### src/rtl/assert_macros.svh
// Assertion macros included by the message hasher.
`ifndef ASSERT_MACROS_SVH
`define ASSERT_MACROS_SVH

// Same-cycle implication, disabled while reset is asserted.
`define ASSERT_NOW(label, clk, rst_n, ante, cons, msg) \
	label: assert property (@(posedge clk) disable iff (!rst_n) (ante) |-> (cons)) \
		else $error(msg);

// Next-cycle implication, disabled while reset is asserted.
`define ASSERT_NEXT(label, clk, rst_n, ante, cons, msg) \
	label: assert property (@(posedge clk) disable iff (!rst_n) (ante) |=> (cons)) \
		else $error(msg);

`endif

### src/rtl/sha256_pkg.sv
// Types, constants and round functions of the SHA-256 hasher.
package sha256_pkg;

	typedef enum logic [2:0] {
		ST_IDLE,
		ST_PAD,
		ST_ROUND,
		ST_FINAL,
		ST_OUTPUT
	} state_t;

	localparam logic [7:0] PAD_MARK  = 8'h80;
	localparam logic [5:0] LEN_START = 6'd56;
	localparam logic [5:0] LAST_BYTE = 6'd63;
	localparam logic [5:0] LAST_RND  = 6'd63;
	localparam logic [2:0] LAST_WORD = 3'd7;

	localparam logic [31:0] IV [8] = '{
		32'h6A09E667, 32'hBB67AE85, 32'h3C6EF372, 32'hA54FF53A,
		32'h510E527F, 32'h9B05688C, 32'h1F83D9AB, 32'h5BE0CD19
	};

	function automatic logic [31:0] rotr(input logic [31:0] x, input int n);
		return (x >> n) | (x << (32 - n));
	endfunction

	function automatic logic [31:0] big_sigma0(input logic [31:0] x);
		return rotr(x, 2) ^ rotr(x, 13) ^ rotr(x, 22);
	endfunction

	function automatic logic [31:0] big_sigma1(input logic [31:0] x);
		return rotr(x, 6) ^ rotr(x, 11) ^ rotr(x, 25);
	endfunction

	function automatic logic [31:0] small_sigma0(input logic [31:0] x);
		return rotr(x, 7) ^ rotr(x, 18) ^ (x >> 3);
	endfunction

	function automatic logic [31:0] small_sigma1(input logic [31:0] x);
		return rotr(x, 17) ^ rotr(x, 19) ^ (x >> 10);
	endfunction

	function automatic logic [31:0] round_k(input logic [5:0] r);
		logic [31:0] k;
		case (r)
			6'd0:  k = 32'h428A2F98;
			6'd1:  k = 32'h71374491;
			6'd2:  k = 32'hB5C0FBCF;
			6'd3:  k = 32'hE9B5DBA5;
			6'd4:  k = 32'h3956C25B;
			6'd5:  k = 32'h59F111F1;
			6'd6:  k = 32'h923F82A4;
			6'd7:  k = 32'hAB1C5ED5;
			6'd8:  k = 32'hD807AA98;
			6'd9:  k = 32'h12835B01;
			6'd10: k = 32'h243185BE;
			6'd11: k = 32'h550C7DC3;
			6'd12: k = 32'h72BE5D74;
			6'd13: k = 32'h80DEB1FE;
			6'd14: k = 32'h9BDC06A7;
			6'd15: k = 32'hC19BF174;
			6'd16: k = 32'hE49B69C1;
			6'd17: k = 32'hEFBE4786;
			6'd18: k = 32'h0FC19DC6;
			6'd19: k = 32'h240CA1CC;
			6'd20: k = 32'h2DE92C6F;
			6'd21: k = 32'h4A7484AA;
			6'd22: k = 32'h5CB0A9DC;
			6'd23: k = 32'h76F988DA;
			6'd24: k = 32'h983E5152;
			6'd25: k = 32'hA831C66D;
			6'd26: k = 32'hB00327C8;
			6'd27: k = 32'hBF597FC7;
			6'd28: k = 32'hC6E00BF3;
			6'd29: k = 32'hD5A79147;
			6'd30: k = 32'h06CA6351;
			6'd31: k = 32'h14292967;
			6'd32: k = 32'h27B70A85;
			6'd33: k = 32'h2E1B2138;
			6'd34: k = 32'h4D2C6DFC;
			6'd35: k = 32'h53380D13;
			6'd36: k = 32'h650A7354;
			6'd37: k = 32'h766A0ABB;
			6'd38: k = 32'h81C2C92E;
			6'd39: k = 32'h92722C85;
			6'd40: k = 32'hA2BFE8A1;
			6'd41: k = 32'hA81A664B;
			6'd42: k = 32'hC24B8B70;
			6'd43: k = 32'hC76C51A3;
			6'd44: k = 32'hD192E819;
			6'd45: k = 32'hD6990624;
			6'd46: k = 32'hF40E3585;
			6'd47: k = 32'h106AA070;
			6'd48: k = 32'h19A4C116;
			6'd49: k = 32'h1E376C08;
			6'd50: k = 32'h2748774C;
			6'd51: k = 32'h34B0BCB5;
			6'd52: k = 32'h391C0CB3;
			6'd53: k = 32'h4ED8AA4A;
			6'd54: k = 32'h5B9CCA4F;
			6'd55: k = 32'h682E6FF3;
			6'd56: k = 32'h748F82EE;
			6'd57: k = 32'h78A5636F;
			6'd58: k = 32'h84C87814;
			6'd59: k = 32'h8CC70208;
			6'd60: k = 32'h90BEFFFA;
			6'd61: k = 32'hA4506CEB;
			6'd62: k = 32'hBEF9A3F7;
			default: k = 32'hC67178F2;
		endcase
		return k;
	endfunction

endpackage

### src/rtl/sha256_if.sv
// Valid/ready channel interfaces for message bytes and digest words.
interface sha256_in_if;
	logic       valid;
	logic       ready;
	logic [7:0] data_byte;
	logic       has_byte;
	logic       end_of_message;

	modport source (output valid, data_byte, has_byte, end_of_message, input ready);
	modport sink (input valid, data_byte, has_byte, end_of_message, output ready);
endinterface

interface sha256_out_if;
	logic        valid;
	logic        ready;
	logic [31:0] digest_word;
	logic [2:0]  word_index;
	logic        last_word;

	modport source (output valid, digest_word, word_index, last_word, input ready);
	modport sink (input valid, digest_word, word_index, last_word, output ready);
endinterface

### src/rtl/sha256_message_hasher.sv
// SHA-256 message hasher: byte input, one compression round per cycle, digest word output.
//
//   channel     dir  payload                                   handshake
//   msg_in      in   data_byte[8], has_byte, end_of_message    valid/ready
//   digest_out  out  digest_word[32], word_index[3], last_word valid/ready
//
// Bytes are taken only in the idle state, not while a block is padded, compressed or folded, nor during output.
// Each full 64-byte block runs all its compression rounds, then the final state folds it into the hash.
// An end item adds one pad byte per cycle up to the block end, so 1 to 2 padded blocks.
// Digest words leave one per cycle when the sink is ready; input stalls until all eight go.
// Reset loads the initial hash values and clears fill and length counts.
`include "assert_macros.svh"

module sha256_message_hasher (
	input  logic              clk,
	input  logic              arst_n,
	sha256_in_if.sink         msg_in,
	sha256_out_if.source      digest_out
);

	sha256_pkg::state_t state_q, state_d;

	logic [31:0]  h_q [8];
	logic [31:0]  v_q [8];
	logic [511:0] sched_q;
	logic [5:0]   fill_q;
	logic [60:0]  len_q;
	logic [5:0]   rnd_q;
	logic [2:0]   idx_q;
	logic         end_q;
	logic         mark_q;
	logic         lenblk_q;

	logic        in_acc, out_acc;
	logic        byte_take, shift_en, start_rnd;
	logic [7:0]  shift_byte, pad_byte;
	logic [63:0] bit_len;

	// round datapath
	logic [31:0] w0, w1, w9, w14, w_new;
	logic [31:0] t1, t2, ch, maj;

	assign in_acc    = msg_in.valid & msg_in.ready;
	assign out_acc   = digest_out.valid & digest_out.ready;
	assign byte_take = in_acc & msg_in.has_byte;
	assign bit_len   = {len_q, 3'b000};
	assign start_rnd = (state_d == sha256_pkg::ST_ROUND) && (state_q != sha256_pkg::ST_ROUND);

	// next state
	always_comb begin
		state_d = state_q;
		case (state_q)
			sha256_pkg::ST_IDLE: begin
				if (in_acc) begin
					if (msg_in.has_byte && fill_q == sha256_pkg::LAST_BYTE)
						state_d = sha256_pkg::ST_ROUND;
					else if (msg_in.end_of_message)
						state_d = sha256_pkg::ST_PAD;
				end
			end
			sha256_pkg::ST_PAD: begin
				if (fill_q == sha256_pkg::LAST_BYTE)
					state_d = sha256_pkg::ST_ROUND;
			end
			sha256_pkg::ST_ROUND: begin
				if (rnd_q == sha256_pkg::LAST_RND)
					state_d = sha256_pkg::ST_FINAL;
			end
			sha256_pkg::ST_FINAL: begin
				if (!end_q)
					state_d = sha256_pkg::ST_IDLE;
				else if (lenblk_q)
					state_d = sha256_pkg::ST_OUTPUT;
				else
					state_d = sha256_pkg::ST_PAD;
			end
			sha256_pkg::ST_OUTPUT: begin
				if (out_acc && idx_q == sha256_pkg::LAST_WORD)
					state_d = sha256_pkg::ST_IDLE;
			end
			default: state_d = sha256_pkg::ST_IDLE;
		endcase
	end

	// outputs and byte-path controls
	always_comb begin
		msg_in.ready           = (state_q == sha256_pkg::ST_IDLE);
		digest_out.valid       = (state_q == sha256_pkg::ST_OUTPUT);
		digest_out.digest_word = h_q[0];
		digest_out.word_index  = idx_q;
		digest_out.last_word   = (idx_q == sha256_pkg::LAST_WORD);

		// marker first, then zeros; length bytes fill the tail of the last block
		if (!mark_q)
			pad_byte = sha256_pkg::PAD_MARK;
		else if (lenblk_q && fill_q >= sha256_pkg::LEN_START)
			pad_byte = bit_len[{~fill_q[2:0], 3'b000} +: 8];
		else
			pad_byte = 8'h00;

		shift_en   = byte_take || (state_q == sha256_pkg::ST_PAD);
		shift_byte = byte_take ? msg_in.data_byte : pad_byte;
	end

	// one compression round; the schedule window slides by a word each round
	always_comb begin
		w0  = sched_q[511:480];
		w1  = sched_q[479:448];
		w9  = sched_q[223:192];
		w14 = sched_q[63:32];
		w_new = sha256_pkg::small_sigma1(w14) + w9 + sha256_pkg::small_sigma0(w1) + w0;
		ch  = (v_q[4] & v_q[5]) ^ (~v_q[4] & v_q[6]);
		maj = (v_q[0] & v_q[1]) ^ (v_q[0] & v_q[2]) ^ (v_q[1] & v_q[2]);
		t1  = v_q[7] + sha256_pkg::big_sigma1(v_q[4]) + ch + sha256_pkg::round_k(rnd_q) + w0;
		t2  = sha256_pkg::big_sigma0(v_q[0]) + maj;
	end

	always_ff @(posedge clk or negedge arst_n) begin
		if (!arst_n) begin
			state_q  <= sha256_pkg::ST_IDLE;
			fill_q   <= '0;
			len_q    <= '0;
			rnd_q    <= '0;
			idx_q    <= '0;
			end_q    <= 1'b0;
			mark_q   <= 1'b0;
			lenblk_q <= 1'b0;
			for (int i = 0; i < 8; i++)
				h_q[i] <= sha256_pkg::IV[i];
		end else begin
			state_q <= state_d;

			if (shift_en)
				fill_q <= fill_q + 6'd1;
			if (byte_take)
				len_q <= len_q + 61'd1;

			if (in_acc && msg_in.end_of_message) begin
				end_q    <= 1'b1;
				mark_q   <= 1'b0;
				lenblk_q <= 1'b0;
			end

			if (state_q == sha256_pkg::ST_PAD && !mark_q) begin
				mark_q   <= 1'b1;
				lenblk_q <= (fill_q < sha256_pkg::LEN_START);
			end

			if (state_q == sha256_pkg::ST_FINAL) begin
				for (int i = 0; i < 8; i++)
					h_q[i] <= h_q[i] + v_q[i];
				// marker already placed: the next padded block carries the length
				if (end_q && !lenblk_q)
					lenblk_q <= mark_q;
			end

			if (start_rnd)
				rnd_q <= '0;
			else if (state_q == sha256_pkg::ST_ROUND)
				rnd_q <= rnd_q + 6'd1;

			if (out_acc) begin
				idx_q <= idx_q + 3'd1;
				for (int i = 0; i < 7; i++)
					h_q[i] <= h_q[i + 1];
				h_q[7] <= h_q[0];
				if (idx_q == sha256_pkg::LAST_WORD) begin
					for (int i = 0; i < 8; i++)
						h_q[i] <= sha256_pkg::IV[i];
					len_q  <= '0;
					end_q  <= 1'b0;
				end
			end
		end
	end

	// payload: byte line doubles as the schedule window, working variables
	always_ff @(posedge clk) begin
		if (shift_en)
			sched_q <= {sched_q[503:0], shift_byte};
		else if (state_q == sha256_pkg::ST_ROUND)
			sched_q <= {sched_q[479:0], w_new};

		if (start_rnd) begin
			for (int i = 0; i < 8; i++)
				v_q[i] <= h_q[i];
		end else if (state_q == sha256_pkg::ST_ROUND) begin
			v_q[7] <= v_q[6];
			v_q[6] <= v_q[5];
			v_q[5] <= v_q[4];
			v_q[4] <= v_q[3] + t1;
			v_q[3] <= v_q[2];
			v_q[2] <= v_q[1];
			v_q[1] <= v_q[0];
			v_q[0] <= t1 + t2;
		end
	end

	`ASSERT_NOW(a_no_overlap, clk, arst_n, digest_out.valid, !msg_in.ready, "output while taking input")
	`ASSERT_NEXT(a_round_end, clk, arst_n, state_q == sha256_pkg::ST_ROUND && rnd_q == sha256_pkg::LAST_RND, state_q == sha256_pkg::ST_FINAL, "round count overrun")
	`ASSERT_NEXT(a_block_full, clk, arst_n, shift_en && fill_q == sha256_pkg::LAST_BYTE, state_q == sha256_pkg::ST_ROUND && rnd_q == 6'd0 && fill_q == 6'd0, "full block not compressed")
	`ASSERT_NEXT(a_digest_done, clk, arst_n, out_acc && idx_q == sha256_pkg::LAST_WORD, state_q == sha256_pkg::ST_IDLE && fill_q == 6'd0 && len_q == 61'd0 && !end_q, "state not cleared after digest")

endmodule
### src/flat_wrapper.sv
// flat-port wrapper written by rule: the top's interface ports become plain ports
module sha256_message_hasher_flat 
  (clk, arst_n, msg_in_valid, msg_in_data_byte, msg_in_has_byte, msg_in_end_of_message, msg_in_ready, digest_out_valid, digest_out_digest_word, digest_out_word_index, digest_out_last_word, digest_out_ready);
  sha256_in_if msg_in_i ();
  sha256_out_if digest_out_i ();
  input  logic clk;
  input  logic arst_n;
  input wire logic [$bits(msg_in_i.valid)-1:0] msg_in_valid;
  input wire logic [$bits(msg_in_i.data_byte)-1:0] msg_in_data_byte;
  input wire logic [$bits(msg_in_i.has_byte)-1:0] msg_in_has_byte;
  input wire logic [$bits(msg_in_i.end_of_message)-1:0] msg_in_end_of_message;
  output wire logic [$bits(msg_in_i.ready)-1:0] msg_in_ready;
  output wire logic [$bits(digest_out_i.valid)-1:0] digest_out_valid;
  output wire logic [$bits(digest_out_i.digest_word)-1:0] digest_out_digest_word;
  output wire logic [$bits(digest_out_i.word_index)-1:0] digest_out_word_index;
  output wire logic [$bits(digest_out_i.last_word)-1:0] digest_out_last_word;
  input wire logic [$bits(digest_out_i.ready)-1:0] digest_out_ready;
  assign msg_in_i.valid = msg_in_valid;
  assign msg_in_i.data_byte = msg_in_data_byte;
  assign msg_in_i.has_byte = msg_in_has_byte;
  assign msg_in_i.end_of_message = msg_in_end_of_message;
  assign msg_in_ready = msg_in_i.ready;
  assign digest_out_valid = digest_out_i.valid;
  assign digest_out_digest_word = digest_out_i.digest_word;
  assign digest_out_word_index = digest_out_i.word_index;
  assign digest_out_last_word = digest_out_i.last_word;
  assign digest_out_i.ready = digest_out_ready;
  sha256_message_hasher u_core (.clk(clk), .arst_n(arst_n), .msg_in(msg_in_i), .digest_out(digest_out_i));
endmodule
### config.mk
export PLATFORM = sky130hd
export DESIGN_NAME = sha256_message_hasher_flat
export DESIGN_NICKNAME = d
export VERILOG_FILES = /design/src/rtl/sha256_pkg.sv /design/src/rtl/sha256_if.sv /design/src/rtl/sha256_message_hasher.sv /design/src/flat_wrapper.sv
export VERILOG_INCLUDE_DIRS = /design/src /design/src/rtl
export SDC_FILE = /design/constraint.sdc
export NUM_CORES = 2
export LEC_CHECK = 0
export ABC_AREA = 1
export BUFFER_PORTS_ARGS = -buffer_cell sky130_fd_sc_hd__buf_4
export CORE_ASPECT_RATIO = 2
export CORE_MARGIN = 4
export CORE_UTILIZATION = 59
export DETAILED_ROUTE_END_ITERATION = 8
export GPL_TIMING_DRIVEN = 0
export PLACE_DENSITY = 0.87
export SYNTH_ARGS = -nofsm -noshare
export SYNTH_HDL_FRONTEND = slang
export SYNTH_SLANG_ARGS = --single-unit
### constraint.sdc
create_clock -name clk -period 13.57 [get_ports clk]
set_input_delay 2.714 -clock clk [delete_from_list [all_inputs] [get_ports clk]]
set_output_delay 2.714 -clock clk [all_outputs]
set_load 0.02 [all_outputs]
==> results_dict.tcl, run 1 <==
set metrics [dict create \
    status "stopped before the end" \
    stop_stage "5_1_grt" \
    firstError "[ERROR GRT-0116] Global routing finished with congestion. Check the congestion regions in the DRC Viewer." \
    cts-buffers-inserted 99 \
    grt_pass1_wl_mm 829 \
    synth_cell_types 70 \
    start_util_pct 59.4 \
    synth_cells 10700 \
    yosys.area.top_type "edfxtp_1" \
    ctsHtreeMaxLevel 3 \
    die_y_um 536 \
    synth_top_area_share_pct 28.0 \
    ioPinCount 52 \
    grt_overflow_total 1515 \
    rows 193 \
    synth_area_mm2 0.0822 \
    synth_edf_count 768 \
    yosys_warnings 0 \
    gr-usage-all-layers_pct 76.2 \
    cts_sinks 1106 \
    clockRootBuffer "clkbuf_16" \
    ctsHoldBuffers 0 \
    port_buffers 51 \
    syn_avg_cell_area_um2 7.67 \
    post-cts-setup-buffers 0 \
    grt_pass1_vias 100000 \
    cts_resized 0 \
    place.gp.congestion 1.26 \
    synthFlopType "edfxtp_1" \
    grt_max_degree 139 \
    synth-seq-cells 1106 \
    yosysSeqAreaShare_pct 38.5 \
    hpwlAfterDp_mm 350 \
    cts_buffer_depth 3 \
    ys_async_sr_fraction_pct 30.6 \
    syn-num-nets 11300 \
    die_width_um 272 \
    netlist_top_cells_area "edfxtp_1, nand2_1, dfrtp_1, ha_1, inv_1" \
]
[synth_stat cells, types with 7 or more instances]
cell and count:
o21ai_0 857, dfstp_2 136, clkbuf_1 268, xnor2_1 160
dfrtp_1 202, maj3_1 17, nand4_1 144, nor2_1 852
fa_1 195, o311ai_0 10, o31ai_1 14, buf_2 144
a211oi_1 8, a21o_1 36, edfxtp_1 768, nor3_1 124
buf_1 21, nand3b_1 53, a22oi_1 17, ha_1 398
o21ai_1 21, o22ai_1 20, nor4_1 19, or2_2 67
buf_4 32, a32oi_1 24, nand3_1 498, o211ai_1 38
xor2_1 204, inv_1 1164, o21a_1 27, a31oi_1 184
o21bai_1 57, a21oi_1 640, a21boi_0 52, inv_2 7
o221ai_1 21, nor2_2 9, nand2_1 3138
[cell families after synthesis]
logic type | share of synthesized area (%)
AO/OA/AOI/OAI | 13.9
AND/OR/NAND/NOR | 24.8
flip-flops | 38.5
XOR/XNOR | 3.88
buffers and inverters | 7.85
multiplexers | 0.0609
adder cells (fa/ha/maj) | 11.0
[per-layer routing]
layer,GRT usage (%),overflow
met5,23.1,10
met4,84.9,506
met3,59.3,35
met2,95.6,943
met1,71.1,21
[through the flow]
step	instance area [µm²]	setup WS [ns]	cells	hold WS (ns)	utilization, %
floorplan	82200	3.28	10700	0.442	-
global placement	84900	0.145	12600	0.459	61.4
detailed placement	85300	2.56	12600	0.461	61.7
CTS	88800	2.63	12800	0.477	64.2
==> run 2: changes to the inputs <==
- CORE_ASPECT_RATIO: 2 -> unset
- CORE_UTILIZATION: 59 -> 40
- PLACE_DENSITY: 0.87 -> unset
- PLACE_DENSITY_LB_ADDON: unset -> 0.15
- clock period: 13.57 -> 17.6 ns (I/O delays scaled with it)
==> results_dict.tcl, run 2 <==
set metrics [dict create \
    syn_avg_cell_area_um2 7.67 \
    cts_buffer_depth 3 \
    rsz0062_at_grt "no" \
    cp_slowest_cell "xnor2_1" \
    ctsHoldBuffers 0 \
    wire_per_inst_um 30.3 \
    synth_common_cells "nand2_1, inv_1, o21ai_0, nor2_1, edfxtp_1" \
    ioPinCount 52 \
    fin_area_mm2 0.0911 \
    fmax_mhz 86.1 \
    worstMarginPinSlew_ns 1.67 \
    hold_depth 1 \
    drv_slew 57 \
    grt_pass1_wl_mm 577 \
    synth_edf_count 768 \
    cts_sinks 1106 \
    die_width_um 461 \
    clk_pin_slew_ns 0.06 \
    worstPathMaxFanout 9 \
    status "finished, violations left" \
    fin_util_pct 44.5 \
    startpoint_type "flip-flop" \
    finalSetupViolCount 0 \
    place.gp.congestion 1.06 \
    worst_path_most_repeated_cell "inv_1" \
    grt_pass1_vias 76200 \
    setup_ws_ns 5.98 \
    regMostFlops "u_core.sched_q" \
    rows 166 \
    clk_latency_ns 0.87 \
    yosysSeqAreaShare_pct 38.5 \
    cts-buffers-inserted 137 \
    grt_antenna_before_repair 28 \
    routed_wl_mm 416 \
    synth-seq-cells 1106 \
    dpl_cell_area_mm2 0.0865 \
    firstDrtPassIters 9 \
    post-cts-setup-buffers 0 \
    syn-num-nets 11300 \
    start_util_pct 40.2 \
    path_buf_inv 6 \
    cp-end-kind "flip-flop" \
    synth_area_mm2 0.0822 \
    hpwlAfterDp_mm 335 \
    drive_above_1_share_pct 6.39 \
    ant_nets 0 \
    hp-class "reg2reg" \
    final_common_cell "nand2_1" \
    fin_nets 11500 \
    slew_headroom_pct -11.0 \
    synth.most_common_cell "nand2_1" \
    remaining_drc_errors 0 \
    clock_skew_ns 0.0575 \
    largest_reg_flops 512 \
    rr_worst_depth 32 \
    viasPerCell 5.91 \
    drtIter0Drc 10700 \
    grt_overflow_total 0 \
    dieArea_mm2 0.213 \
    largestRegisters "u_core.sched_q (512), u_core.v_q (256), u_core.h_q (224)" \
    grt_max_degree 92 \
    fin_crit_sh_pct 66.0 \
    drv_cap 11 \
    yosys_warnings 0 \
    syn_to_final_growth_pct 10.8 \
    ys_async_sr_fraction_pct 30.6 \
    cp.required_ns 18.14 \
    core_mm2 0.205 \
    cp.depth 32 \
    most-common-layout-cells "nand2_1, inv_1, o21ai_0" \
    violations "capacitance limit, slew limit" \
    max_stage_delay_ns 1.10 \
    cts_resized 0 \
    place_ws_ns 6.54 \
    die_y_um 461 \
    period_minus_slack_ns 11.62 \
    port_buffers 51 \
    finalHoldViolCount 0 \
    synth_cells 10700 \
    num_vias 81300 \
    synthFlopType "edfxtp_1" \
    worstPathArrival_ns 12.16 \
    critPathKind "reg2reg" \
    synth_top_area_share_pct 28.0 \
    hold_ws_ns 0.500 \
    synth_cell_types 70 \
    ctsHtreeMaxLevel 4 \
    yosys.area.top_type "edfxtp_1" \
    cts_tree "built" \
    clockRootBuffer "clkbuf_16" \
    crit_family "adder cells" \
    netlist_top_cells_area "edfxtp_1, nand2_1, dfrtp_1, ha_1, inv_1" \
    gr-usage-all-layers_pct 38.2 \
]
-- run 2: per-layer routing --
metal	track usage (%)	wire length, µm
met5	0.459	119
met4	19.3	25300
met3	9.15	43700
met2	56.2	174000
met1	52.4	173000
-- run 2: per-stage QoR --
stage	std cells	setup TNS (ns)
after floorplan	10700	0
after global placement	13500	-2334.93
after detailed placement	13500	0
after CTS	13700	0
after global routing	13700	0
final	13700	0
-- run 2: logic make-up (layout without fill, tap and decap cells) --
group                      after synthesis  count (layout)  share of synthesized area [%]
AOI/OAI and AO/OA                     2048            2048                           13.9
DFF                                   1106            1106                           38.5
and+or+nand+nor                       4942            4942                           24.8
xor gates and xnor gates               364             364                           3.88
adders and majority gates              610             610                           11.0
other                                    0              18                              0
buffers and inverters                 1640            1959                           7.85
muxes                                    5               5                         0.0609
-- run 2: final timing paths --
path / startpoint / end / slack (ns)
max: u_core.rnd_q[0]$_DFFE_PN0P_ / u_core.v_q[0][31]$_DFFE_PP_ / 5.98
min: u_core.fill_q[5]$_DFFE_PN0N_ / u_core.fill_q[5]$_DFFE_PN0N_ / 0.50
max reg2reg: u_core.rnd_q[0]$_DFFE_PN0P_ / u_core.v_q[0][31]$_DFFE_PP_ / 5.98
min reg2reg: u_core.fill_q[5]$_DFFE_PN0N_ / u_core.fill_q[5]$_DFFE_PN0N_ / 0.50
max in group asynchronous: arst_n / u_core.h_q[216]$_DFFE_PN1P_ / 12.89
min in group asynchronous: arst_n / u_core.h_q[50]$_DFFE_PN0P_ / 2.52
-- run 2: layout make-up --
type / instances / area (µm²)
fillers: 20900 / 114000
multi-input cells: 7969 / 44100
flip-flops and latches: 1106 / 31700
inverters: 1175 / 4410
clock buffers: 180 / 3640
well taps: 2688 / 3360
plain buffers: 465 / 2070
clock inverters: 70 / 878
repair buffers: 69 / 873
diodes: 18 / 45.0
-- run 2: worst register-to-register path: cells and delay by family, from the launching register on --
family,cells,cell delay (ns)
adder cells (fa/ha/maj),7,3.42
AO/OA/AOI/OAI,9,3.25
buffers and inverters,6,1.48
AND/OR/NAND/NOR,9,1.46
XOR/XNOR,1,1.10
flip-flops,1,0.60
Power of run 2 is not shown: default switching activity piles up to over one toggle a cycle in this logic, so the estimate is an artifact.
